--- src/rtl/sparse_3d_block_owner_map_core_defines.svh ---
// assertion macros for the block owner map core
`ifndef SPARSE_3D_BLOCK_OWNER_MAP_CORE_DEFINES_SVH
`define SPARSE_3D_BLOCK_OWNER_MAP_CORE_DEFINES_SVH
`ifndef SYNTHESIS
`define SBOM_ASSERT_IMP(label, clk, rst_n, ante, cons) \
  label: assert property (@(posedge clk) disable iff (!rst_n) (ante) |-> (cons)) \
    else $error("sbom assertion failed");
`define SBOM_ASSERT_NXT(label, clk, rst_n, ante, cons) \
  label: assert property (@(posedge clk) disable iff (!rst_n) (ante) |=> (cons)) \
    else $error("sbom assertion failed");
`else
`define SBOM_ASSERT_IMP(label, clk, rst_n, ante, cons)
`define SBOM_ASSERT_NXT(label, clk, rst_n, ante, cons)
`endif
`endif

--- src/rtl/sbom_pkg.sv ---
// shared types and constants of the block owner map
package sbom_pkg;

  localparam int GRID_QB   = 12;
  localparam int LAYER_QB  = 8;
  localparam int GRID_W    = 13;
  localparam int LAYER_W   = 9;
  localparam int MAX_GRID   = 4096;
  localparam int MAX_LAYERS = 256;

  typedef enum logic [2:0] {
    REG_TOTAL_ROWS  = 3'd0,
    REG_TOTAL_COLS  = 3'd1,
    REG_GRID_ROWS   = 3'd2,
    REG_GRID_COLS   = 3'd3,
    REG_LAYER_COUNT = 3'd4,
    REG_SPLIT_COLS  = 3'd5
  } cfg_reg_t;

  typedef enum logic [3:0] {
    S_IDLE,
    S_DIV_MPER,
    S_MUL_MBASE,
    S_DIV_NPER,
    S_MUL_NBASE,
    S_DIV_SHN,
    S_DIV_SHL,
    S_MUL_LBN,
    S_MUL_LBL
  } cfg_state_t;

  typedef struct packed {
    logic                busy;
    logic                split_cols;
    logic [GRID_QB-1:0]  qmax_row;
    logic [GRID_QB-1:0]  qmax_col;
    logic [LAYER_QB-1:0] qmax_layer;
  } cfg_ctrl_t;

endpackage

--- src/rtl/sbom_layer_div.sv ---
// pipelined saturating divider that picks the layer and the offset inside it
module sbom_layer_div #(
  parameter int IW = 32,
  parameter int PW = 56
) (
  input  logic                          clk,
  input  logic                          rst_n,
  input  logic                          en,
  input  logic                          in_valid,
  input  logic [IW-1:0]                 dividend,
  input  logic [IW-1:0]                 divisor,
  input  logic [IW-1:0]                 base_last,
  input  logic [PW-1:0]                 in_pay,
  input  logic [sbom_pkg::LAYER_QB-1:0] qmax,
  output logic                          out_valid,
  output logic [sbom_pkg::LAYER_QB-1:0] out_who,
  output logic [IW-1:0]                 out_off,
  output logic [PW-1:0]                 out_pay
);
  import sbom_pkg::*;

  localparam int QB = LAYER_QB;
  localparam int NS = QB + 1;

  logic [NS-1:0] v_r;
  logic [IW-1:0] rem_r  [NS];
  logic [IW-1:0] x_r    [NS];
  logic [IW-1:0] d_r    [NS];
  logic [IW-1:0] base_r [NS];
  logic [PW-1:0] pay_r  [NS];
  logic [QB-1:0] q_r    [NS];
  logic          sat_r  [NS];
  logic          over;

  always_ff @(posedge clk) begin
    if (!rst_n) begin
      v_r <= '0;
    end else if (en) begin
      v_r <= {v_r[NS-2:0], in_valid};
    end
  end

  always_ff @(posedge clk) begin
    if (en) begin
      rem_r[0]  <= dividend;
      x_r[0]    <= dividend;
      d_r[0]    <= divisor;
      base_r[0] <= base_last;
      pay_r[0]  <= in_pay;
      q_r[0]    <= '0;
      sat_r[0]  <= (divisor == '0) ||
                   ({{QB{1'b0}}, dividend} >= {divisor, {QB{1'b0}}});
    end
  end

  for (genvar k = 1; k < NS; k++) begin : g_step
    localparam int B = QB - k;
    logic [IW+QB-1:0] trial;
    logic             ge;
    always_comb begin
      trial = {{QB{1'b0}}, d_r[k-1]} << B;
      ge    = {{QB{1'b0}}, rem_r[k-1]} >= trial;
    end
    always_ff @(posedge clk) begin
      if (en) begin
        rem_r[k]  <= ge ? rem_r[k-1] - trial[IW-1:0] : rem_r[k-1];
        q_r[k]    <= q_r[k-1] | (ge ? (QB'(1) << B) : '0);
        x_r[k]    <= x_r[k-1];
        d_r[k]    <= d_r[k-1];
        base_r[k] <= base_r[k-1];
        pay_r[k]  <= pay_r[k-1];
        sat_r[k]  <= sat_r[k-1];
      end
    end
  end

  always_comb begin
    over      = sat_r[NS-1] || (q_r[NS-1] > qmax);
    out_valid = v_r[NS-1];
    out_who   = over ? qmax : q_r[NS-1];
    out_off   = over ? x_r[NS-1] - base_r[NS-1] : rem_r[NS-1];
    out_pay   = pay_r[NS-1];
  end

endmodule

--- config.mk ---
export PLATFORM = sky130hd
export DESIGN_NAME = sbom_layer_div
export DESIGN_NICKNAME = d
export VERILOG_FILES = /design/src/rtl/sparse_3d_block_owner_map_core_defines.svh /design/src/rtl/sbom_pkg.sv /design/src/rtl/sbom_layer_div.sv
export SDC_FILE = /design/constraint.sdc
export NUM_CORES = 2
export LEC_CHECK = 0
export BUFFER_PORTS_ARGS = -buffer_cell sky130_fd_sc_hd__buf_2
export CORE_MARGIN = 8
export CORE_UTILIZATION = 45
export CTS_CLUSTER_SIZE = 20
export DETAILED_ROUTE_END_ITERATION = 8
export GPL_TIMING_DRIVEN = 0
export PLACE_DENSITY = 0.59
export SYNTH_ARGS = -nofsm -noshare
export SYNTH_HDL_FRONTEND = slang
export SYNTH_SLANG_ARGS = --single-unit
export TNS_END_PERCENT = 20
--- constraint.sdc ---
create_clock -name clk -period 5.05 [get_ports clk]
set_input_delay 1.01 -clock clk [delete_from_list [all_inputs] [get_ports clk]]
set_output_delay 1.01 -clock clk [all_outputs]
set_load 0.05 [all_outputs]
# Word level (Yosys, flattened, before mapping)
# Memory sizes are Yosys's and may differ from the RTL's.
# Index checks and enable logic that the tools add are counted.
[classes]
add_sub_neg = 9
n_lt_le_gt_ge = 10
muxes = 20
bitwise_logic = 8
reduce_logical = 3
[ops]
columns = ["operator", "n"]
rows = [
  ["$mux 32", 9],
  ["$sub 32x32->32", 9],
  ["$ge 32x40->1", 1],
  ["$ge 32x39->1", 1],
  ["$ge 32x38->1", 1],
  ["$ge 32x37->1", 1],
  ["$ge 32x36->1", 1],
  ["$ge 32x35->1", 1],
  ["$ge 32x34->1", 1],
  ["$ge 32x33->1", 1],
  ["$ge 32x32->1", 1],
  ["$logic_not 32->1", 1],
  ["$mux 8", 2],
  ["$gt 8x8->1", 1],
  ["$or 8x1->8", 1],
  ["$or 8x2->8", 1],
  ["$or 8x3->8", 1],
  ["$or 8x4->8", 1],
  ["$or 8x5->8", 1],
  ["$or 8x6->8", 1],
  ["$or 8x7->8", 1],
  ["$or 8x8->8", 1],
  ["$mux 7", 1],
  ["$mux 6", 1],
  ["6 further kinds", 9],
]
[word_totals]
register_bits = 9
mem_bits_rw = 1737
output_inout_bits = 97
memories = 7
[mem_list]
columns = ["memory", "words", "width", "rd", "rd_ports_with_merged_regs", "wr", "line", "text"]
rows = [
  ["pay_r", 9, 56, 9, 0, 9, "sbom_layer_div.sv:30", "logic [PW-1:0] pay_r [NS];"],
  ["base_r", 9, 32, 9, 0, 9, "sbom_layer_div.sv:29", "logic [IW-1:0] base_r [NS];"],
  ["d_r", 9, 32, 8, 0, 9, "sbom_layer_div.sv:28", "logic [IW-1:0] d_r [NS];"],
  ["rem_r", 9, 32, 9, 0, 9, "sbom_layer_div.sv:26", "logic [IW-1:0] rem_r [NS];"],
  ["x_r", 9, 32, 9, 0, 9, "sbom_layer_div.sv:27", "logic [IW-1:0] x_r [NS];"],
  ["q_r", 9, 8, 9, 0, 9, "sbom_layer_div.sv:31", "logic [QB-1:0] q_r [NS];"],
  ["+1 memories", "-", "-", "-", "-", "-", "-", ""],
]

# Longest topological paths before layout
# An unclocked memory read counts as a cell.
[depth]
ltp_word = 4
mapped_depth = 16
mapped_depth_nobuf = 14

# Least setup slack after synthesis
# Ideal clock, no wire load.
[synth_path]
kind = "register to output"
startpoint = "mem base_r[8][0], in the netlist base_r[0][256]"
endpoint = "out out_off[30]"
t_arrival_ns = 3.903
t_required_ns = 4.040
setup_slack_ns = 0.137
path_stages_with_launch = 13
path_buffers = 0
path_cell_list = "edfxtp_1 > ha_1 > fa_1 > nor2b_1 > o21ai_1 > o21ai_2 > a21oi_1 > a31oi_4 > a211oi_1 > or2_1 > or4_1 > and4_1 > o31ai_1"
[synth_rtl]
columns = ["item", "line", "text"]
rows = [
  ["from (decl)", "sbom_layer_div.sv:29", ""],
  ["to (decl)", "sbom_layer_div.sv:17", "output logic [IW-1:0] out_off,"],
]

==> flow_metrics.py <==
metrics = {
    "route": {
        "routed_via_density": 4.98,
        "vias": 33752,
        "ant_nets": 0,
        "drc_errors": 0,
        "wl_mm": 125,
        "drt_iter0_markers": 2413,
        "wl_per_cell_um": 18.4,
        "first_pass_iters": 6,
    },
    "worst_hold_path": {
        "hold_path.class": "register to register",
        "hold_path_depth": 0,
    },
    "floorplanning": {
        "design.core.area_um2": 147000,
        "start_util": 0.452,
        "die_width_um": 400,
        "die-area_um2": 160000,
        "fp.dieH_um": 400,
        "rows": 141,
        "pin_count": 261,
    },
    "cells_and_area": {
        "drive_gt1_frac": 0.154,
        "layout_common_cells": "edfxtp_1, inv_1, ha_1",
        "final_util": 0.517,
        "syn_to_final_growth_pct": 14.4,
        "register_area_um2": 48500,
        "stdcell_area_um2": 76100,
        "multi_input_area_um2": 16100,
        "nNetsFinal": 5172,
        "final_common_cell": "edfxtp_1",
        "fillers": 12289,
    },
    "timing": {
        "hold_viol_final": 0,
        "finalSetupViolCount": 0,
        "worst_hold_slack_ns": 0.402,
        "max_freq_ghz": 0.205,
        "finalCritPeriodShare": 0.966,
        "drv_slew": 0,
        "layout_setup_ws_ns": 0.172,
        "clock_skew_ns": 0.0571,
        "worst_pin_slew_ns": 1.14,
        "rsz0062_at_grt": "true",
        "fin_crit_ns": 4.88,
        "maxSlewHeadroom": 0.228,
    },
    "run": {
        "cap_violations": 0,
    },
    "synth": {
        "async_flop_share": 0,
        "synthCells": 4265,
        "yosysSeqAreaShare": 0.730,
        "synth-edff-count": 1609,
        "synth_nets": 4729,
        "ys.flop_type": "edfxtp_1",
        "ys_ff_latch": 1618,
        "netlist_area_um2": 66500,
        "synth_warnings": 0,
        "avgSynthCellArea_um2": 15.6,
        "synth_cell_types": 88,
    },
    "placement": {
        "io_buffers": 260,
        "preCtsSetupSlack_ns": -0.340,
        "place_hpwl_mm": 90.7,
        "gp_congestion": 0.908,
        "post_dp_cell_area_um2": 70500,
    },
    "setup_path": {
        "crit_required_ns": 4.04,
        "cp_max_fo": 3,
        "ff2ff_path_depth": 14,
        "end_kind": "output port",
        "arrival_ns": 3.87,
        "critPathKind": "register to output port",
        "critPathLaunchType": "register",
    },
    "cts": {
        "cts_tree": "yes",
        "clockBufferDepth": 3,
        "cts-buffers-inserted": 167,
        "root_buffer": "clkbuf_16",
        "ctsHoldBuffers": 0,
        "clk_pin_slew_ns": 0.05,
        "cts.sinks": 1618,
        "h-tree-depth": 4,
        "clock_latency_ns": 0.77,
    },
    "global_routing": {
        "grt_pass1_wl_mm": 193,
        "track_usage": 0.152,
        "grt_overflow": 0,
        "grt_pass1_vias": 33954,
        "grt_max_degree": 185,
        "antenna_found_initial": 9,
    },
    "outcome": {
        "status": "completed",
    },
    "power_and_ir_drop": {
        "p_leak_nw": 29.2,
        "ir_drop_mv": 0.305,
        "powerDensity_nw_per_um2": 417,
    },
}
-- kinds of logic (layout without fill, tap and decap cells) --
family | Yosys count | in the layout | synth area share
XOR/XNOR | 224 | 224 | 0.0295
adder cells (fa/ha/maj) | 300 | 300 | 0.0575
multiplexers | 138 | 138 | 0.0234
flip-flops | 1618 | 1618 | 0.730
AO/OA/AOI/OAI | 847 | 847 | 0.0802
other | 0 | 2 | 0
buffers and inverters | 468 | 1048 | 0.0306
AND/OR/NAND/NOR | 670 | 670 | 0.0492
-- metal layers --
metal | wire length (um) | track usage | share of wire | up-vias
met1 | 58700 | 0.209 | 0.47 | 15926
met3 | 5240 | 0.0294 | 0.042 | 236
met2 | 56600 | 0.241 | 0.45 | 695
li1 | - | - | - | 16895
met4 | 4460 | 0.0580 | 0.036 | 0
met5 | 0 | 0 | 0 | -
-- sequential cells by signal, summed over array words and instances (netlist names) --
signal  count
pay_r     504
base_r    288
rem_r     288
d_r       256
x_r       228
q_r        36
sat_r       9
v_r         9
-- final cells by class --
type | instances | area share
antenna | 2 | 0.0000658
clock inverter | 95 | 0.0142
clock buffer | 211 | 0.0571
tap | 1930 | 0.0318
inverter | 345 | 0.0170
sequential | 1618 | 0.638
multi-input combinational | 2179 | 0.211
timing repair buffer | 274 | 0.0214
buffer | 123 | 0.00972
-- path summary, 6_finish.rpt --
kind	slack [ns]	end	start
worst max-delay path	0.17	out_off[30]	base_r[0][256]
worst min-delay path	0.40	pay_r[0][451]	pay_r[0][395]
worst max register to register	0.62	rem_r[0][39]	rem_r[0][7]
worst min register to register	0.40	pay_r[0][451]	pay_r[0][395]
-- stage by stage --
step | setup TNS [ns] | power, W | std cells
after global placement | - | 0.0206 | 6455
after global routing | -0.0466 | 0.0331 | 6775
after CTS | -0.0526 | 0.0321 | 6773
after floorplan | 0 | 0.0187 | 4265
after detailed placement | -0.997 | 0.0200 | 6464
final | 0 | 0.0317 | 6777
-- cells in the mapped netlist (all sizes together) (6+ instances only) --
master     n  share of area
o21bai    28         0.0032
a21oi    265          0.020
xor2      99          0.013
inv      345          0.019
edfxtp  1609           0.73
dfxtp      9         0.0027
fa         9         0.0027
or3        8        0.00075
o21a      26         0.0029
a211oi    24         0.0027
and3      17         0.0016
a31oi     22         0.0024
o211ai     7        0.00079
nand3b     8        0.00090
nand2b    33         0.0031
nor4      20         0.0019
ha       291          0.055
nor2b     42         0.0040
o31ai     16         0.0020
mux2     120          0.021
a221oi     8         0.0012
nand4     45         0.0042
xnor2    125          0.016
nand2    227          0.013
and4       6        0.00079
nor2     133         0.0075
nor3      38         0.0029
and2      11         0.0010
o21ai    239          0.018
mux2i     18         0.0027
o31a      10         0.0015
clkbuf    40         0.0023
nand3     41         0.0031
a21o     140          0.016
or2       17         0.0016
a211o      7        0.00092
nor4b      6        0.00079
buf       83         0.0088
-- repair_timing --
action / 4_1_cts / 5_1_grt
pin swaps: 11 / 7
gates cloned: 0 / 0
setup buffers: 3 / 2
endpoints found under the setup margin: 22 / 7
resized for setup: 28 / 11
-- worst max-delay path: stages, from the launching register on --
cell and delay [ns]:
edfxtp_1 0.36, ha_2 0.20, fa_2 0.37, nor2b_4 0.14
o21ai_4 0.09, o21ai_4 0.26, a21oi_4 0.10, a31oi_4 0.20
a211oi_4 0.10, or2_1 0.23, or4_4 0.42, and4_1 0.17
o31ai_2 0.25, buf_6 0.20
-- report_power, final --
group          switching [W]  total, W  internal [W]  leakage [nW]
clock                0.00505    0.0119       0.00689          2.61
combinational        0.00220   0.00352       0.00132          10.8
sequential          0.000398    0.0162        0.0158          15.8
Power figures use the tool's default switching activity.
