[src/rtl/sparse_3d_block_owner_map_core_defines.svh]
// assertion macros for the block owner map core
`ifndef SPARSE_3D_BLOCK_OWNER_MAP_CORE_DEFINES_SVH
`define SPARSE_3D_BLOCK_OWNER_MAP_CORE_DEFINES_SVH
`ifndef SYNTHESIS
`define SBOM_ASSERT_IMP(label, clk, rst_n, ante, cons) \
  label: assert property (@(posedge clk) disable iff (!rst_n) (ante) |-> (cons)) \
    else $error("sbom assertion failed");
`define SBOM_ASSERT_NXT(label, clk, rst_n, ante, cons) \
  label: assert property (@(posedge clk) disable iff (!rst_n) (ante) |=> (cons)) \
    else $error("sbom assertion failed");
`else
`define SBOM_ASSERT_IMP(label, clk, rst_n, ante, cons)
`define SBOM_ASSERT_NXT(label, clk, rst_n, ante, cons)
`endif
`endif

[src/rtl/sbom_pkg.sv]
// shared types and constants of the block owner map
package sbom_pkg;

  localparam int GRID_QB   = 12;
  localparam int LAYER_QB  = 8;
  localparam int GRID_W    = 13;
  localparam int LAYER_W   = 9;
  localparam int MAX_GRID   = 4096;
  localparam int MAX_LAYERS = 256;

  typedef enum logic [2:0] {
    REG_TOTAL_ROWS  = 3'd0,
    REG_TOTAL_COLS  = 3'd1,
    REG_GRID_ROWS   = 3'd2,
    REG_GRID_COLS   = 3'd3,
    REG_LAYER_COUNT = 3'd4,
    REG_SPLIT_COLS  = 3'd5
  } cfg_reg_t;

  typedef enum logic [3:0] {
    S_IDLE,
    S_DIV_MPER,
    S_MUL_MBASE,
    S_DIV_NPER,
    S_MUL_NBASE,
    S_DIV_SHN,
    S_DIV_SHL,
    S_MUL_LBN,
    S_MUL_LBL
  } cfg_state_t;

  typedef struct packed {
    logic                busy;
    logic                split_cols;
    logic [GRID_QB-1:0]  qmax_row;
    logic [GRID_QB-1:0]  qmax_col;
    logic [LAYER_QB-1:0] qmax_layer;
  } cfg_ctrl_t;

endpackage

[src/rtl/sbom_grid_div.sv]
// pipelined saturating divider that picks the grid row or column and its offset
module sbom_grid_div #(
  parameter int IW = 32
) (
  input  logic                         clk,
  input  logic                         rst_n,
  input  logic                         en,
  input  logic                         in_valid,
  input  logic [IW-1:0]                dividend,
  input  logic [IW-1:0]                divisor,
  input  logic [sbom_pkg::GRID_QB-1:0] qmax,
  input  logic [IW-1:0]                base_last,
  output logic                         out_valid,
  output logic [sbom_pkg::GRID_QB-1:0] out_who,
  output logic [IW-1:0]                out_off,
  output logic                         out_last
);
  import sbom_pkg::*;

  localparam int QB = GRID_QB;
  localparam int NS = QB + 1;

  logic [NS-1:0] v_r;
  logic [IW-1:0] rem_r [NS];
  logic [IW-1:0] x_r   [NS];
  logic [IW-1:0] d_r   [NS];
  logic [QB-1:0] q_r   [NS];
  logic          sat_r [NS];
  logic          over;

  always_ff @(posedge clk) begin
    if (!rst_n) begin
      v_r <= '0;
    end else if (en) begin
      v_r <= {v_r[NS-2:0], in_valid};
    end
  end

  // first stage flags a quotient of 2^QB or more, or a zero divisor
  always_ff @(posedge clk) begin
    if (en) begin
      rem_r[0] <= dividend;
      x_r[0]   <= dividend;
      d_r[0]   <= divisor;
      q_r[0]   <= '0;
      sat_r[0] <= (divisor == '0) ||
                  ({{QB{1'b0}}, dividend} >= {divisor, {QB{1'b0}}});
    end
  end

  for (genvar k = 1; k < NS; k++) begin : g_step
    localparam int B = QB - k;
    logic [IW+QB-1:0] trial;
    logic             ge;
    always_comb begin
      trial = {{QB{1'b0}}, d_r[k-1]} << B;
      ge    = {{QB{1'b0}}, rem_r[k-1]} >= trial;
    end
    always_ff @(posedge clk) begin
      if (en) begin
        rem_r[k] <= ge ? rem_r[k-1] - trial[IW-1:0] : rem_r[k-1];
        q_r[k]   <= q_r[k-1] | (ge ? (QB'(1) << B) : '0);
        x_r[k]   <= x_r[k-1];
        d_r[k]   <= d_r[k-1];
        sat_r[k] <= sat_r[k-1];
      end
    end
  end

  always_comb begin
    over      = sat_r[NS-1] || (q_r[NS-1] > qmax);
    out_valid = v_r[NS-1];
    out_who   = over ? qmax : q_r[NS-1];
    out_off   = over ? x_r[NS-1] - base_last : rem_r[NS-1];
    out_last  = out_who == qmax;
  end

endmodule

[config.mk]
export PLATFORM = sky130hd
export DESIGN_NAME = sbom_grid_div
export DESIGN_NICKNAME = d
export VERILOG_FILES = /design/src/rtl/sparse_3d_block_owner_map_core_defines.svh /design/src/rtl/sbom_pkg.sv /design/src/rtl/sbom_grid_div.sv
export SDC_FILE = /design/constraint.sdc
export NUM_CORES = 2
export LEC_CHECK = 0
export BUFFER_PORTS_ARGS = -buffer_cell sky130_fd_sc_hd__buf_2
export CAP_MARGIN = 20
export CELL_PAD_IN_SITES_DETAIL_PLACEMENT = 1
export CELL_PAD_IN_SITES_GLOBAL_PLACEMENT = 2
export CORE_MARGIN = 1.5
export CORE_UTILIZATION = 48
export CTS_CLUSTER_SIZE = 10
export DETAILED_ROUTE_END_ITERATION = 10
export PLACE_DENSITY = 0.92
export SYNTH_ARGS = -nofsm -noshare
export SYNTH_HDL_FRONTEND = slang
export SYNTH_SLANG_ARGS = --single-unit
export TNS_END_PERCENT = 50
[constraint.sdc]
create_clock -name clk -period 8.2 [get_ports clk]
set_clock_uncertainty 0.05 [all_clocks]
set_input_delay 1.64 -clock clk [delete_from_list [all_inputs] [get_ports clk]]
set_output_delay 1.64 -clock clk [all_outputs]
set_load 0.02 [all_outputs]
## Word-level counts from Yosys, hierarchy flattened

Memory sizes are Yosys's and may differ from the RTL's.
Cells that the tools add are included.

- Bits in writable memories: 1,417
- Output and inout bits: 46
- Register bits after elaboration: 13
- Bits of input ports: 112
- Logic and storage cells: 77
- Memories: 5

- Order comparisons: 14
- $add $sub $neg: 13
- Bitwise logic cells: 12
- Reduce and logical (&&, ||, !) cells: 3
- Eq/ne operators: 1
- Multiplexer cells: 28

Memory list:

| memory | words | bits a word | rd ports | clocked after Yosys merged registers in | write ports | RTL line | source |
|---|---|---|---|---|---|---|---|
| d_r | 13 | 32 | 12 | 0 | 13 | sbom_grid_div.sv:26 | `logic [IW-1:0] d_r [NS];` |
| rem_r | 13 | 32 | 13 | 0 | 13 | sbom_grid_div.sv:24 | `logic [IW-1:0] rem_r [NS];` |
| x_r | 13 | 32 | 13 | 0 | 13 | sbom_grid_div.sv:25 | `logic [IW-1:0] x_r [NS];` |
| q_r | 13 | 12 | 13 | 0 | 13 | sbom_grid_div.sv:27 | `logic [QB-1:0] q_r [NS];` |
| sat_r | 13 | 1 | 13 | 0 | 13 | sbom_grid_div.sv:28 | `logic sat_r [NS];` |

Operators with widths:

| kind | count |
|---|---|
| 32-bit two-way mux | 13 |
| 32-bit subtractor | 13 |
| 32-bit by 44-bit greater-or-equal comparator with 1-bit output | 1 |
| 32-bit by 43-bit greater-or-equal comparator with 1-bit output | 1 |
| 32-bit by 42-bit greater-or-equal comparator with 1-bit output | 1 |
| 32-bit by 41-bit greater-or-equal comparator with 1-bit output | 1 |
| 32-bit by 40-bit greater-or-equal comparator with 1-bit output | 1 |
| 32-bit by 39-bit greater-or-equal comparator with 1-bit output | 1 |
| 32-bit by 38-bit greater-or-equal comparator with 1-bit output | 1 |
| 32-bit by 37-bit greater-or-equal comparator with 1-bit output | 1 |
| 32-bit by 36-bit greater-or-equal comparator with 1-bit output | 1 |
| 32-bit by 35-bit greater-or-equal comparator with 1-bit output | 1 |
| 32-bit by 34-bit greater-or-equal comparator with 1-bit output | 1 |
| 32-bit by 33-bit greater-or-equal comparator with 1-bit output | 1 |
| 32-bit greater-or-equal comparator | 1 |
| 32-bit zero test | 1 |
| 12-bit two-way mux | 2 |
| 12-bit == test | 1 |
| 12-bit > comparator | 1 |
| 12-bit by 1-bit bitwise OR with 12-bit output | 1 |
| 12-bit by 10-bit bitwise OR with 12-bit output | 1 |
| 12-bit by 11-bit bitwise OR with 12-bit output | 1 |
| 12-bit bitwise OR | 1 |
| 12-bit by 2-bit bitwise OR with 12-bit output | 1 |
| 19 further kinds | 22 |

## Longest topological paths before layout

An unclocked memory read counts as a cell.

- Word-level depth: 5
- Depth in mapped cells: 15
- Gate-level depth less buffers: 14

## Least setup slack after synthesis

Ideal clock, no wire load.

- Kind: input-to-output
- Start: input base_last[0]
- End: output out_off[20]
- Path slack: 2.024 ns
- Stages on the path: 12
- Buffers on the path: 0
- Required time: 6.510 ns
- Arrival: 4.486 ns
- Cell sequence: ha_1 -> fa_1 -> nor2b_1 -> o21ai_0 -> a2111oi_0 -> nor2_1 -> a211oi_1 -> a21bo_2 -> a21o_1 -> a21oi_1 -> xnor2_1 -> o21ai_0

- Cells in the longest elaborated chain, start to end: 2

RTL lines:

| item | RTL line | source |
|---|---|---|
| start, declared | sbom_grid_div.sv:12 | `input logic [IW-1:0] base_last,` |
| 32-bit subtractor | sbom_grid_div.sv:74 | `out_off = over ? x_r[NS-1] - base_last : rem_r[NS-1];` |
| 32-bit two-way mux | sbom_grid_div.sv:74 |  |
| end, declared | sbom_grid_div.sv:15 | `output logic [IW-1:0] out_off,` |

No other way between the ends.

## Final worst setup path

- Start: input base_last[1]
- End: output out_off[29]

The elaborated chain is that of the path after synthesis.

==> out/metrics.yaml <==
status: "completed"
netlist_top_cells_count: "1,209 x edfxtp_1, 530 x inv_1, 406 x nand2_1"
dr.pass1.iters: 5
drc: 0
crit_top_cell: "buf_2"
grt_pass1_wl_um: 215000
drv_cap: 0
syn_nets: 5406
slowest_delay_ns: 0.66
crit_fanout: 3
crit_slowest_cell: "o21ai_1"
seq_area_frac_synth_pct: 60.4
root_buffer: "clkbuf_16"
via_count: 37700
setup_viol: 0
cts_hold_buffers: 0
worst_hold_path_type: "register to register"
ir_drop_mv: 0.214
hold_viol: 0
yosys_most_used_dff: "edfxtp_1"
period_minus_slack_ns: 6.82
period_share_pct: 83.2
path_class: "input port to output pin"
ys_warn_count: 0
worst_r2r_path_depth: 12
viasPerCell: 5.50
clkTransAtPathRegs_ns: 0.05
portBuffers: 157
tns_ns: 0
die_h_um: 358
synth_top_area_share_pct: 60.0
cts.sinks: 1222
yosysTopAreaCell: "edfxtp_1"
synth.most_common_cell: "edfxtp_1"
min_to: "x_r[0][148]"
worstReg2RegEnd: "rem_r[1][145]"
cts_resized: 0
p_per_area_nw_per_um2: 232
finalWirelength_um: 138000
ioPinCount: 158
path_cells: "buf_2 > inv_1 > ha_1 > nor2b_1 > o2111ai_1 > nand3_1 > a31oi_1 > a21oi_1 > o21ai_1 > a211oi_1 > o21a_1 > a2111oi_0 > a221oi_1 > buf_2"
drive_above_1_share_pct: 9.81
fmax_ghz: 0.147
fp.coreArea_um2: 125000
dp.cells: 6645
slew_violations: 0
gp_routability_congestion: 0.906
drt_iter0_drc: 1816
grt_max_degree: 189
grt_pass1_vias: 40500
cts_buffers: 145
grt-ovfl-total: 0
reg2reg_from: "x_r[1][96]"
fin_nets: 5648
postCtsSetupBuffers: 0
startpoint: "base_last[1]"
min_from: "x_r[0][116]"
synthesis.instances: 4900
die-area_um2: 128000
antenna_found_initial: 2
cts_tree: "done"
hpwl_um: 105000
rsz0062_at_grt: "no"
ys_seq_elements: 1222
netlist_area_um2: 60500
clk_latency_ns: 0.79
synth_enable_flop_cells: 1209
ant_nets: 0
grt_usage_pct: 21.4
instances_no_fill: 6860
relSlewSlack_pct: 19.7
worst_pin_slew_ns: 1.19
htreeDepth: 4
synthArstFlopShare_pct: 0
start_util_pct: 48.2
syn_to_final_growth_pct: 11.6
cts_buffer_depth: 3
syn-mean-instance-area_um2: 12.3
p_leak_uw: 0.0273
num_rows: 130
ff2ff_setup_slack_ns: 3.62
chipWidth_um: 358
endpoint_kind: "output pin"
start_kind: "input port"
hold_depth: 0
cp.arrival_ns: 5.13
synth_cell_type_count: 94
synthTopCellsByArea: "edfxtp_1 60%, ha_1 7.9%, inv_1 3.3%, o21ai_0 3.0%, nand2_1 2.5%"
detail_route.wl_per_cell_um: 20.1
critPathRequiredTime_ns: 6.51
-- state kept, by name, summed over array words and instances, names as in the netlist --
signal / cells
d_r: 384
q_r: 78
rem_r: 406
sat_r: 13
v_r: 13
x_r: 328
-- worst max path at each step --
stage | endpoint | slack, ns | cells after the start
finish | out_off[29] | 1.38 | 14
global route | out_off[29] | 1.19 | 14
CTS | out_off[29] | 1.28 | 14
global placement | out_off[29] | 1.46 | 14
detailed placement | out_off[29] | 1.33 | 14
floorplan | out_off[20] | 2.02 | 12
-- layout make-up --
class / instances / area (um2)
Timing Repair Buffer: 186 / 1090
Clock buffer: 186 / 3800
Multi-Input combinational cell: 3057 / 21600
Inverter: 530 / 1990
Clock inverter: 28 / 430
Fill cell: 12800 / 57900
Tap cell: 1650 / 2060
Sequential cell: 1222 / 36600
Antenna cell: 1 / 2.50
-- power breakdown --
part	switching [uW]	internal, uW	total (uW)	leakage [uW]
logic	1420	889	2310	0.0133
clock network	2470	3280	5750	0.00203
registers	229	7370	7600	0.0120
-- cells in the final DEF, fill, tap and decap left out, drive strengths merged, types with 11 or more instances in the layout --
| master | n |
|---|---|
| nand4 | 53 |
| a211oi | 28 |
| o211ai | 25 |
| ha | 381 |
| a2111oi | 11 |
| nand4b | 11 |
| or3 | 13 |
| xnor2 | 143 |
| nor3b | 11 |
| a21oi | 281 |
| mux2i | 32 |
| nand2 | 406 |
| o21bai | 31 |
| nor3 | 66 |
| nor2b | 66 |
| clkbuf | 186 |
| or2 | 20 |
| mux2 | 106 |
| dfxtp | 13 |
| nand3 | 75 |
| xor2 | 117 |
| nor2 | 194 |
| o21a | 53 |
| and3 | 43 |
| a31oi | 43 |
| fa | 13 |
| nor4 | 42 |
| and2 | 12 |
| clkinv | 22 |
| a21o | 152 |
| edfxtp | 1209 |
| a21boi | 33 |
| o21ai | 380 |
| o31ai | 47 |
| nand2b | 41 |
| buf | 186 |
| inv | 535 |
-- worst max-delay path: cells and delay by family --
| kind | cells | cell delay, ns |
|---|---|---|
| adders and majority gates | 1 | 0.28 |
| and+or+nand+nor | 2 | 0.36 |
| AOI/OAI and AO/OA | 8 | 2.49 |
| buffers and inverters | 3 | 0.33 |
-- through the flow --
step	hold WS, ns	util, %	cell area, um2	total power, uW	setup WS (ns)
2_1_floorplan	0.350	-	60500	9190	2.02
3_3_place_gp	0.352	50.5	63300	9900	1.46
3_5_place_dp	0.355	50.5	63300	10000	1.33
4_1_cts	0.328	53.8	67500	15800	1.28
5_1_grt	0.348	53.8	67500	16300	1.19
6_report	0.339	53.8	67500	15700	1.38
-- per-layer routing --
metal | share of wire, % | track usage, % | up-vias
li1 | - | - | 18500
met1 | 39 | 22.7 | 18300
met2 | 52 | 40.2 | 589
met3 | 2.6 | 3.06 | 328
met4 | 5.9 | 12.5 | 2
met5 | 0.0094 | 0 | -
-- logic make-up (layout without fill, tap and decap cells) --
logic type                 count (synthesis)  count (layout)  synth area share [%]
AOI/OAI and AO/OA                       1179            1179                  12.3
adders and majority gates                394             394                  8.31
DFF                                     1222            1222                  60.4
buffers and inverters                    621             930                  3.99
muxes                                    138             138                  2.54
xor gates and xnor gates                 260             260                  3.76
and+or+nand+nor                         1086            1086                  8.69
other                                      0               1                     0
Note: power is estimated with default switching activity, not from simulation.
