[config.mk]
export PLATFORM = sky130hd
export DESIGN_NAME = sbom_cfg
export DESIGN_NICKNAME = d
export VERILOG_FILES = /design/src/rtl/sparse_3d_block_owner_map_core_defines.svh /design/src/rtl/sbom_pkg.sv /design/src/rtl/sbom_cfg.sv
export SDC_FILE = /design/constraint.sdc
export NUM_CORES = 2
export LEC_CHECK = 0
export ABC_AREA = 1
export BUFFER_PORTS_ARGS = -buffer_cell sky130_fd_sc_hd__buf_2
export CORE_ASPECT_RATIO = 0.8
export CORE_UTILIZATION = 65
export DETAILED_ROUTE_END_ITERATION = 7
export HOLD_SLACK_MARGIN = 0.05
export PLACE_DENSITY = 0.85
export SLEW_MARGIN = 5
export SYNTH_ARGS = -nofsm -noshare
export SYNTH_HDL_FRONTEND = slang
export SYNTH_SLANG_ARGS = --single-unit
export TNS_END_PERCENT = 50
[constraint.sdc]
create_clock -name clk -period 20.7 [get_ports clk]
set_input_delay 2.07 -clock clk [delete_from_list [all_inputs] [get_ports clk]]
set_output_delay 2.07 -clock clk [all_outputs]
set_load 0.02 [all_outputs]
[src/rtl/sparse_3d_block_owner_map_core_defines.svh]
// assertion macros for the block owner map core
`ifndef SPARSE_3D_BLOCK_OWNER_MAP_CORE_DEFINES_SVH
`define SPARSE_3D_BLOCK_OWNER_MAP_CORE_DEFINES_SVH
`ifndef SYNTHESIS
`define SBOM_ASSERT_IMP(label, clk, rst_n, ante, cons) \
  label: assert property (@(posedge clk) disable iff (!rst_n) (ante) |-> (cons)) \
    else $error("sbom assertion failed");
`define SBOM_ASSERT_NXT(label, clk, rst_n, ante, cons) \
  label: assert property (@(posedge clk) disable iff (!rst_n) (ante) |=> (cons)) \
    else $error("sbom assertion failed");
`else
`define SBOM_ASSERT_IMP(label, clk, rst_n, ante, cons)
`define SBOM_ASSERT_NXT(label, clk, rst_n, ante, cons)
`endif
`endif

[src/rtl/sbom_pkg.sv]
// shared types and constants of the block owner map
package sbom_pkg;

  localparam int GRID_QB   = 12;
  localparam int LAYER_QB  = 8;
  localparam int GRID_W    = 13;
  localparam int LAYER_W   = 9;
  localparam int MAX_GRID   = 4096;
  localparam int MAX_LAYERS = 256;

  typedef enum logic [2:0] {
    REG_TOTAL_ROWS  = 3'd0,
    REG_TOTAL_COLS  = 3'd1,
    REG_GRID_ROWS   = 3'd2,
    REG_GRID_COLS   = 3'd3,
    REG_LAYER_COUNT = 3'd4,
    REG_SPLIT_COLS  = 3'd5
  } cfg_reg_t;

  typedef enum logic [3:0] {
    S_IDLE,
    S_DIV_MPER,
    S_MUL_MBASE,
    S_DIV_NPER,
    S_MUL_NBASE,
    S_DIV_SHN,
    S_DIV_SHL,
    S_MUL_LBN,
    S_MUL_LBL
  } cfg_state_t;

  typedef struct packed {
    logic                busy;
    logic                split_cols;
    logic [GRID_QB-1:0]  qmax_row;
    logic [GRID_QB-1:0]  qmax_col;
    logic [LAYER_QB-1:0] qmax_layer;
  } cfg_ctrl_t;

endpackage

[src/rtl/sbom_cfg.sv]
// configuration registers and sequential setup of block sizes and layer shares
module sbom_cfg #(
  parameter int IW = 32
) (
  input  logic                  clk,
  input  logic                  rst_n,
  input  logic                  cfg_wr_en,
  input  logic [2:0]            cfg_addr,
  input  logic [31:0]           cfg_wdata,
  output sbom_pkg::cfg_ctrl_t   ctrl,
  output logic [IW-1:0]         mper,
  output logic [IW-1:0]         mbase,
  output logic [IW-1:0]         nper,
  output logic [IW-1:0]         nbase,
  output logic [IW-1:0]         share_n,
  output logic [IW-1:0]         share_l,
  output logic [IW-1:0]         lbase_n,
  output logic [IW-1:0]         lbase_l
);
  import sbom_pkg::*;

  localparam int CW = $clog2(IW + 1);
  localparam int XW = ((IW > GRID_W) ? IW : GRID_W) + 1;

  logic [31:0]        tot_rows_r, tot_cols_r;
  logic [GRID_W-1:0]  grid_rows_r, grid_cols_r;
  logic [LAYER_W-1:0] layers_r;
  logic               split_r;

  logic [GRID_W-1:0]  gr_eff, gc_eff;
  logic [LAYER_W-1:0] nl_eff;
  logic [IW-1:0]      tr, tc;

  cfg_state_t state_r, state_nxt;
  logic [CW-1:0] cnt_r;
  logic [IW-1:0] dq_r, rem_r;
  logic [IW-1:0] mper_r, mbase_r, nper_r, nbase_r, shn_r, shl_r, lbn_r, lbl_r;

  logic              is_div, div_done;
  logic [IW-1:0]     div_a;
  logic [GRID_W-1:0] div_b;
  logic [IW-1:0]     mul_a;
  logic [GRID_QB-1:0] mul_b;
  logic [IW+GRID_QB-1:0] prod;
  logic [IW:0]       sh;
  logic [XW-1:0]     sh_x, dvs_x, diff_x;
  logic              ge;
  logic [IW-1:0]     quot;
  logic [IW-1:0]     per_sel, base_sel, tot_sel;

  always_comb begin
    gr_eff = (grid_rows_r == '0) ? GRID_W'(1) :
             (grid_rows_r > GRID_W'(MAX_GRID)) ? GRID_W'(MAX_GRID) : grid_rows_r;
    gc_eff = (grid_cols_r == '0) ? GRID_W'(1) :
             (grid_cols_r > GRID_W'(MAX_GRID)) ? GRID_W'(MAX_GRID) : grid_cols_r;
    nl_eff = (layers_r == '0) ? LAYER_W'(1) :
             (layers_r > LAYER_W'(MAX_LAYERS)) ? LAYER_W'(MAX_LAYERS) : layers_r;
    tr = tot_rows_r[IW-1:0];
    tc = tot_cols_r[IW-1:0];
  end

  // register file
  always_ff @(posedge clk) begin
    if (!rst_n) begin
      tot_rows_r  <= 32'd1;
      tot_cols_r  <= 32'd1;
      grid_rows_r <= GRID_W'(1);
      grid_cols_r <= GRID_W'(1);
      layers_r    <= LAYER_W'(1);
      split_r     <= 1'b0;
    end else if (cfg_wr_en) begin
      unique case (cfg_reg_t'(cfg_addr))
        REG_TOTAL_ROWS:  tot_rows_r  <= cfg_wdata;
        REG_TOTAL_COLS:  tot_cols_r  <= cfg_wdata;
        REG_GRID_ROWS:   grid_rows_r <= cfg_wdata[GRID_W-1:0];
        REG_GRID_COLS:   grid_cols_r <= cfg_wdata[GRID_W-1:0];
        REG_LAYER_COUNT: layers_r    <= cfg_wdata[LAYER_W-1:0];
        REG_SPLIT_COLS:  split_r     <= cfg_wdata[0];
        default: ;
      endcase
    end
  end

  always_comb begin
    per_sel  = split_r ? nper_r : mper_r;
    base_sel = split_r ? nbase_r : mbase_r;
    tot_sel  = split_r ? tc : tr;
  end

  // operand selection per setup step
  always_comb begin
    is_div = 1'b0;
    div_a  = '0;
    div_b  = '0;
    mul_a  = '0;
    mul_b  = '0;
    unique case (state_r)
      S_DIV_MPER: begin
        is_div = 1'b1;
        div_a  = tr;
        div_b  = gr_eff;
      end
      S_DIV_NPER: begin
        is_div = 1'b1;
        div_a  = tc;
        div_b  = gc_eff;
      end
      S_DIV_SHN: begin
        is_div = 1'b1;
        div_a  = per_sel;
        div_b  = GRID_W'(nl_eff);
      end
      S_DIV_SHL: begin
        is_div = 1'b1;
        div_a  = tot_sel - base_sel;
        div_b  = GRID_W'(nl_eff);
      end
      S_MUL_MBASE: begin
        mul_a = mper_r;
        mul_b = GRID_QB'(gr_eff - GRID_W'(1));
      end
      S_MUL_NBASE: begin
        mul_a = nper_r;
        mul_b = GRID_QB'(gc_eff - GRID_W'(1));
      end
      S_MUL_LBN: begin
        mul_a = shn_r;
        mul_b = GRID_QB'(nl_eff - LAYER_W'(1));
      end
      S_MUL_LBL: begin
        mul_a = shl_r;
        mul_b = GRID_QB'(nl_eff - LAYER_W'(1));
      end
      default: ;
    endcase
  end

  assign div_done = is_div && (cnt_r == CW'(IW));
  assign prod     = {{GRID_QB{1'b0}}, mul_a} * {{IW{1'b0}}, mul_b};

  // one quotient bit per cycle, count zero loads the dividend
  always_comb begin
    sh     = {rem_r, dq_r[IW-1]};
    sh_x   = XW'(sh);
    dvs_x  = XW'(div_b);
    ge     = sh_x >= dvs_x;
    diff_x = sh_x - dvs_x;
    quot   = {dq_r[IW-2:0], ge};
  end

  always_comb begin
    state_nxt = state_r;
    unique case (state_r)
      S_IDLE:      state_nxt = S_IDLE;
      S_DIV_MPER:  if (div_done) state_nxt = S_MUL_MBASE;
      S_MUL_MBASE: state_nxt = S_DIV_NPER;
      S_DIV_NPER:  if (div_done) state_nxt = S_MUL_NBASE;
      S_MUL_NBASE: state_nxt = S_DIV_SHN;
      S_DIV_SHN:   if (div_done) state_nxt = S_DIV_SHL;
      S_DIV_SHL:   if (div_done) state_nxt = S_MUL_LBN;
      S_MUL_LBN:   state_nxt = S_MUL_LBL;
      S_MUL_LBL:   state_nxt = S_IDLE;
      default:     state_nxt = S_IDLE;
    endcase
  end

  always_ff @(posedge clk) begin
    if (!rst_n) begin
      state_r <= S_DIV_MPER;
      cnt_r   <= '0;
    end else if (cfg_wr_en) begin
      state_r <= S_DIV_MPER;
      cnt_r   <= '0;
    end else begin
      state_r <= state_nxt;
      cnt_r   <= (!is_div || div_done) ? '0 : cnt_r + CW'(1);
    end
  end

  always_ff @(posedge clk) begin
    if (is_div) begin
      if (cnt_r == '0) begin
        dq_r  <= div_a;
        rem_r <= '0;
      end else begin
        dq_r  <= quot;
        rem_r <= ge ? diff_x[IW-1:0] : sh[IW-1:0];
      end
    end
    // the last quotient bit is resolved in the done cycle
    if (div_done) begin
      unique case (state_r)
        S_DIV_MPER: mper_r <= quot;
        S_DIV_NPER: nper_r <= quot;
        S_DIV_SHN:  shn_r  <= quot;
        S_DIV_SHL:  shl_r  <= quot;
        default: ;
      endcase
    end
    unique case (state_r)
      S_MUL_MBASE: mbase_r <= prod[IW-1:0];
      S_MUL_NBASE: nbase_r <= prod[IW-1:0];
      S_MUL_LBN:   lbn_r   <= prod[IW-1:0];
      S_MUL_LBL:   lbl_r   <= prod[IW-1:0];
      default: ;
    endcase
  end

  always_comb begin
    ctrl.busy       = state_r != S_IDLE;
    ctrl.split_cols = split_r;
    ctrl.qmax_row   = GRID_QB'(gr_eff - GRID_W'(1));
    ctrl.qmax_col   = GRID_QB'(gc_eff - GRID_W'(1));
    ctrl.qmax_layer = LAYER_QB'(nl_eff - LAYER_W'(1));
  end

  assign mper    = mper_r;
  assign mbase   = mbase_r;
  assign nper    = nper_r;
  assign nbase   = nbase_r;
  assign share_n = shn_r;
  assign share_l = shl_r;
  assign lbase_n = lbn_r;
  assign lbase_l = lbl_r;

endmodule

== Word level (Yosys, flattened, before mapping) ==
Cells that the tools add are included.

* Logic and storage cells: 95
* Bits in registers: 430

* $add $sub $neg: 7
* Equality and inequality tests: 18
* Order comparisons: 4
* Reductions and logical operators: 25
* Muxes and demuxes: 21
* Bitwise logic cells: 1
* Multipliers: 1

{| class="wikitable"
|+ Operators by type and width
! operator !! number
|-
| $pmux 32 s4 || 2
|-
| $mux 32 || 5
|-
| $mux 13 || 4
|-
| $pmux 13 s3 || 1
|-
| $pmux 12 s3 || 1
|-
| $ge 33x13->1 || 1
|-
| $mul 32x12->32 || 1
|-
| $sub 32x13->32 || 1
|-
| $sub 32x32->32 || 1
|-
| $pmux 4 s7 || 1
|-
| $gt 13x13->1 const B || 2
|-
| $logic_not 13->1 || 2
|-
| $sub 12x1->12 const B || 2
|-
| $reduce_and 2->1 || 10
|-
| $mux 9 || 2
|-
| $eq 4x3->1 const B || 4
|-
| $mux 4 || 4
|-
| $sub 9x1->10 const B || 1
|-
| $gt 9x9->1 const B || 1
|-
| $logic_not 9->1 || 1
|-
| $eq 4x2->1 const B || 2
|-
| $ne 2x2->1 const B || 4
|-
| $sub 8x1->8 const B || 1
|-
| $add 6x1->6 const B || 1
|-
| other kinds (18) || 22
|}

== Depth between registers and ports, before layout ==
* Depth in word-level cells: 6
* Depth in mapped cells: 40

== Worst setup path before layout ==
No wires, ideal clock.

* Kind: reg-to-reg
* Start point: register state_r[2]
* End point: register lbl_r[29] (netlist: lbase_l[29]) (data pin)
* Setup time: 0.270 ns
* Data arrival time: 7.169 ns
* Stages on the path, launching flop included: 33
* Setup slack: 13.260 ns
* Data required time: 20.430 ns
* Period minus slack after synthesis: 7.440 ns
* Cell sequence: dfxtp_1 -> inv_1 -> nor2_2 -> inv_1 -> nor2_2 -> buf_2 -> buf_1 -> a22o_1 -> nor2_1 -> clkinv_1 -> nand2_1 -> fa_1 -> fa_1 -> fa_1 -> inv_1 -> fa_1 -> inv_1 -> fa_1 -> inv_1 -> ha_1 -> a21oi_1 -> o21ai_0 -> a21oi_1 -> o21ai_0 -> a21oi_1 -> inv_1 -> a21oi_1 -> o21ai_0 -> nand2_1 -> nand2_1 -> nand3_1 -> nand2_1 -> xor2_1

* Cells in the longest elaborated chain, start to end: 4
* Elaborated cells between the ends (all ways): 8

{| class="wikitable"
|+ Ends and longest elaborated chain
! element !! RTL line !! RTL
|-
| start, declared || sbom_cfg.sv:34 || <nowiki>cfg_state_t state_r, state_nxt;</nowiki>
|-
| start signal, assigned || sbom_cfg.sv:175 || <nowiki>state_r <= state_nxt;</nowiki>
|-
| $eq 4x4->1 / $eq 4x3->1 (equally long branches) || sbom_cfg.sv:97 || <nowiki>unique case (state_r)</nowiki>
|-
| $reduce_or 2->1 (no source line) || - ||
|-
| $pmux 12 s3 || sbom_cfg.sv:97 ||
|-
| $mul 32x12->32 (*) || sbom_cfg.sv:139 || <nowiki>assign prod = {{GRID_QB{1'b0}}, mul_a} * {{IW{1'b0}}, mul_b};</nowiki>
|-
| net prod[29] || sbom_cfg.sv:44 || <nowiki>logic [IW+GRID_QB-1:0] prod;</nowiki>
|-
| end signal, assigned || sbom_cfg.sv:204 || <nowiki>S_MUL_LBL: lbl_r <= prod[IW-1:0];</nowiki>
|-
| end, declared || sbom_cfg.sv:37 || <nowiki>logic [IW-1:0] mper_r, mbase_r, nper_r, nbase_r, shn_r, shl_r, lbn_r, lbl_r;</nowiki>
|}

The timed path passes the listed nets; every way through them passes the cells marked *.
A chain may end at the register's enable or synchronous reset.

== Final worst setup path ==
* Start point: register state_r[2]
* End point: register lbn_r[29] (netlist: lbase_n[29]) (data pin)

* Cells in the longest elaborated chain, start to end: 4
* Elaborated cells between the ends (all ways): 8

{| class="wikitable"
|+ Ends and longest elaborated chain
! element !! RTL line !! RTL
|-
| $eq 4x4->1 / $eq 4x3->1 (equally long branches) || sbom_cfg.sv:97 ||
|-
| $reduce_or 2->1 (no source line) || - ||
|-
| $pmux 12 s3 || sbom_cfg.sv:97 ||
|-
| $mul 32x12->32 (*) || sbom_cfg.sv:139 ||
|-
| net prod[29] || sbom_cfg.sv:44 ||
|-
| end signal, assigned || sbom_cfg.sv:203 || <nowiki>S_MUL_LBN: lbn_r <= prod[IW-1:0];</nowiki>
|-
| end, declared || sbom_cfg.sv:37 ||
|}

Marked as above.

==> impl_metrics.py <==
metrics = {
    "clocking": {
        "clock_latency_ns": 0.63,
        "cts_sinks": 430,
        "h-tree-depth": 2,
        "cts-root-buf": "clkbuf_16",
        "postCtsHoldBufs": 0,
        "clkTransAtPathRegs_ns": 0.07,
        "post_cts_buffers": 0,
        "numCtsBuffers": 43,
        "cts_tree": "built",
        "cts_buffer_depth": 3,
        "post_cts_resized": 0,
    },
    "sta": {
        "final_max_slew_viol_count": 0,
        "max_slew_margin": 0.0967,
        "final.min_clock_period_ns": 8.45,
        "finalCritPeriodShare": 0.408,
        "holdWs_ns": 0.456,
        "tightest_slew_ns": 1.34,
        "clock_skew_ns": 0.0489,
        "finalHoldViolCount": 0,
        "max_freq_mhz": 118,
        "setup-violations-final": 0,
        "rsz0062_at_grt": "no",
        "fin_setup_tns_ns": 0,
    },
    "status": {
        "status": "completed",
    },
    "yosys": {
        "synth.largest_area_cell": "edfxtp_1",
        "syn_avg_cell_area_um2": 8.79,
        "ys_seq_elements": 430,
        "syn_inst": 3393,
        "syn_area_mm2": 0.0298,
        "synth_flop_cell": "edfxtp_1",
        "async_flop_share": 0,
        "synth_area_leaders": "edfxtp_1 32%, fa_1 16%, nand2_1 9.4%, dfxtp_1 7.4%, inv_1 6.7%",
        "yosysWarningCount": 0,
        "ys_seq_area_frac": 0.396,
        "syn_nets": 3770,
        "synth-edff-count": 320,
        "yosysTopAreaCellShare": 0.322,
        "yosys-top-cells-count": "751 x nand2_1, 531 x inv_1, 320 x edfxtp_1, 320 x nor2_1, 276 x o21ai_0",
        "synth.most_common_cell": "nand2_1",
        "synth_cell_type_count": 57,
    },
    "worst_setup_path": {
        "crit_path_end_kind": "flop",
        "crit_slowest_cell": "buf_4",
        "cp_max_fo": 45,
        "cpMostUsedCell": "nand2_1",
        "start_kind": "flop",
        "critPathMaxStageDelay_ns": 0.72,
        "critPathKind": "reg2reg",
        "crit_arrival_ns": 8.86,
        "required_ns": 21.10,
    },
    "routing": {
        "dr.pass1.iters": 7,
        "wl_per_cell_um": 24.3,
        "drc": 0,
        "drtIter0Drc": 4208,
        "num_vias": 26600,
        "ant_nets": 0,
        "viasPerCell": 6.16,
        "routed_wl_um": 105000,
    },
    "placement": {
        "gp_congestion": 1.06,
        "dp_hpwl_um": 78000,
        "io_buffers": 327,
    },
    "final_layout": {
        "layout-drive-gt1-share": 0.129,
        "nFillCells": 3211,
        "syn2layout_area_growth_pct": 12.3,
        "fin_nets": 4046,
        "multi_input_area_mm2": 0.0155,
        "ff_latch_area_mm2": 0.0118,
    },
    "global_routing": {
        "grt_pass1_wl_um": 157000,
        "grt_pass1_vias": 25100,
        "grt_overflow_total": 0,
        "antenna_found_initial": 6,
        "track_usage": 0.450,
        "grt_max_degree": 100,
    },
    "power": {
        "power.leakage_nw": 15.5,
        "pwr_density_cell_mw_per_mm2": 71.7,
        "vdd_drop_max_mv": 0.114,
    },
    "die": {
        "die_h_um": 194,
        "io_pins": 328,
        "initial_utilization": 0.666,
        "dieWidth_um": 242,
        "rows": 69,
        "die_area_mm2": 0.0468,
        "core_mm2": 0.0448,
    },
    "job": {
        "drv_cap": 0,
    },
    "min_path": {
        "min_path_type": "reg2reg",
    },
}
[placed cells by master (no fill, tap or decap), drive strengths merged, types with 8 or more instances in the layout]
cell type  netlist  routed
nor3            18      18
edfxtp         320     320
clkbuf          98      51
o22ai            9       9
ha              98      98
xor2            47      47
buf             22     351
a31oi           10      10
o2111ai         28      28
mux2i           30      30
dfxtp          110     110
a221oi          11      11
a22o            19      19
a21oi          210     210
o21a             8       8
o21ai          278     278
nand2          768     768
clkinv          19      34
xnor2           21      21
nor2           328     328
fa             241     241
inv            539     543
nand4           18      18
nand3           74      74
[path summary, 6_finish.rpt]
check / end / slack [ns] / from / depth (start not counted)
setup / recovery: lbase_n[29] / 12.25 / state_r[2] / 31
hold / removal: cnt_r[0] / 0.46 / cnt_r[0] / 1
setup reg to reg: lbase_n[29] / 12.25 / state_r[2] / 31
hold reg to reg: cnt_r[0] / 0.46 / cnt_r[0] / 1
[per-layer routing]
layer	share of wire	wire length [um]	vias up	GRT usage
li1	-	-	11500	-
met1	0.38	39700	12600	0.632
met2	0.41	43000	2160	0.629
met3	0.16	16300	305	0.153
met4	0.051	5320	8	0.201
met5	0.0018	184	-	0.0223
[area by class of cell]
cell class	instances	share of cell area
diodes	3	0.000224
clock buffers	51	0.0330
clock inverters	28	0.0116
inverters	558	0.0625
multi-input cells	2285	0.463
flip-flops and latches	430	0.353
well taps	603	0.0225
repair buffers	351	0.0542
[registers in the layout, summed over array words and instances (netlist names)]
name / cells
cnt_r: 6
dq_r: 32
grid_cols_r: 13
grid_rows_r: 13
layers_r: 9
lbase_l: 32
lbase_n: 32
mbase: 32
mper: 32
nbase: 32
nper: 32
rem_r: 32
share_l: 32
share_n: 32
split_r: 1
state_r: 4
tc: 32
tot_rows_r: 32
[power breakdown]
group          internal (mW)  switching, mW
registers               1.01         0.0594
clock network          0.478          0.376
logic                  0.149          0.333
total                   1.63          0.769
[worst max-delay path, delay by kind of cell, from the launching register on]
family,cells,cell delay [ns]
fa+ha+maj,6,2.80
buf+inv,8,1.68
simple gates,9,1.55
compound gates,7,1.48
flops,1,0.34
xor+xnor,1,0.29
[logic make-up (layout without fill, tap and decap cells)]
family,after synthesis,count (layout),share of synthesized area
buffers and inverters,678,988,0.0863
AOI/OAI and AO/OA,620,620,0.118
xor gates and xnor gates,68,68,0.0202
adders and majority gates,339,339,0.203
DFF,430,430,0.396
muxes,30,30,0.0101
other,0,3,0
and+or+nand+nor,1228,1228,0.167
[stage by stage]
stage                     power, mW  area, um2  setup slack (ns)   util  cells
after floorplan                1.40      29800             13.26      -   3393
after global placement         1.53      32000             12.74  0.714   4227
after detailed placement       1.54      32000             12.53  0.714   4227
after CTS                      2.38      33500             12.48  0.747   4306
after global routing           2.48      33500             11.79  0.747   4306
final                          2.40      33500             12.25  0.748   4309
No activity file was read; power rests on OpenSTA's default activity.
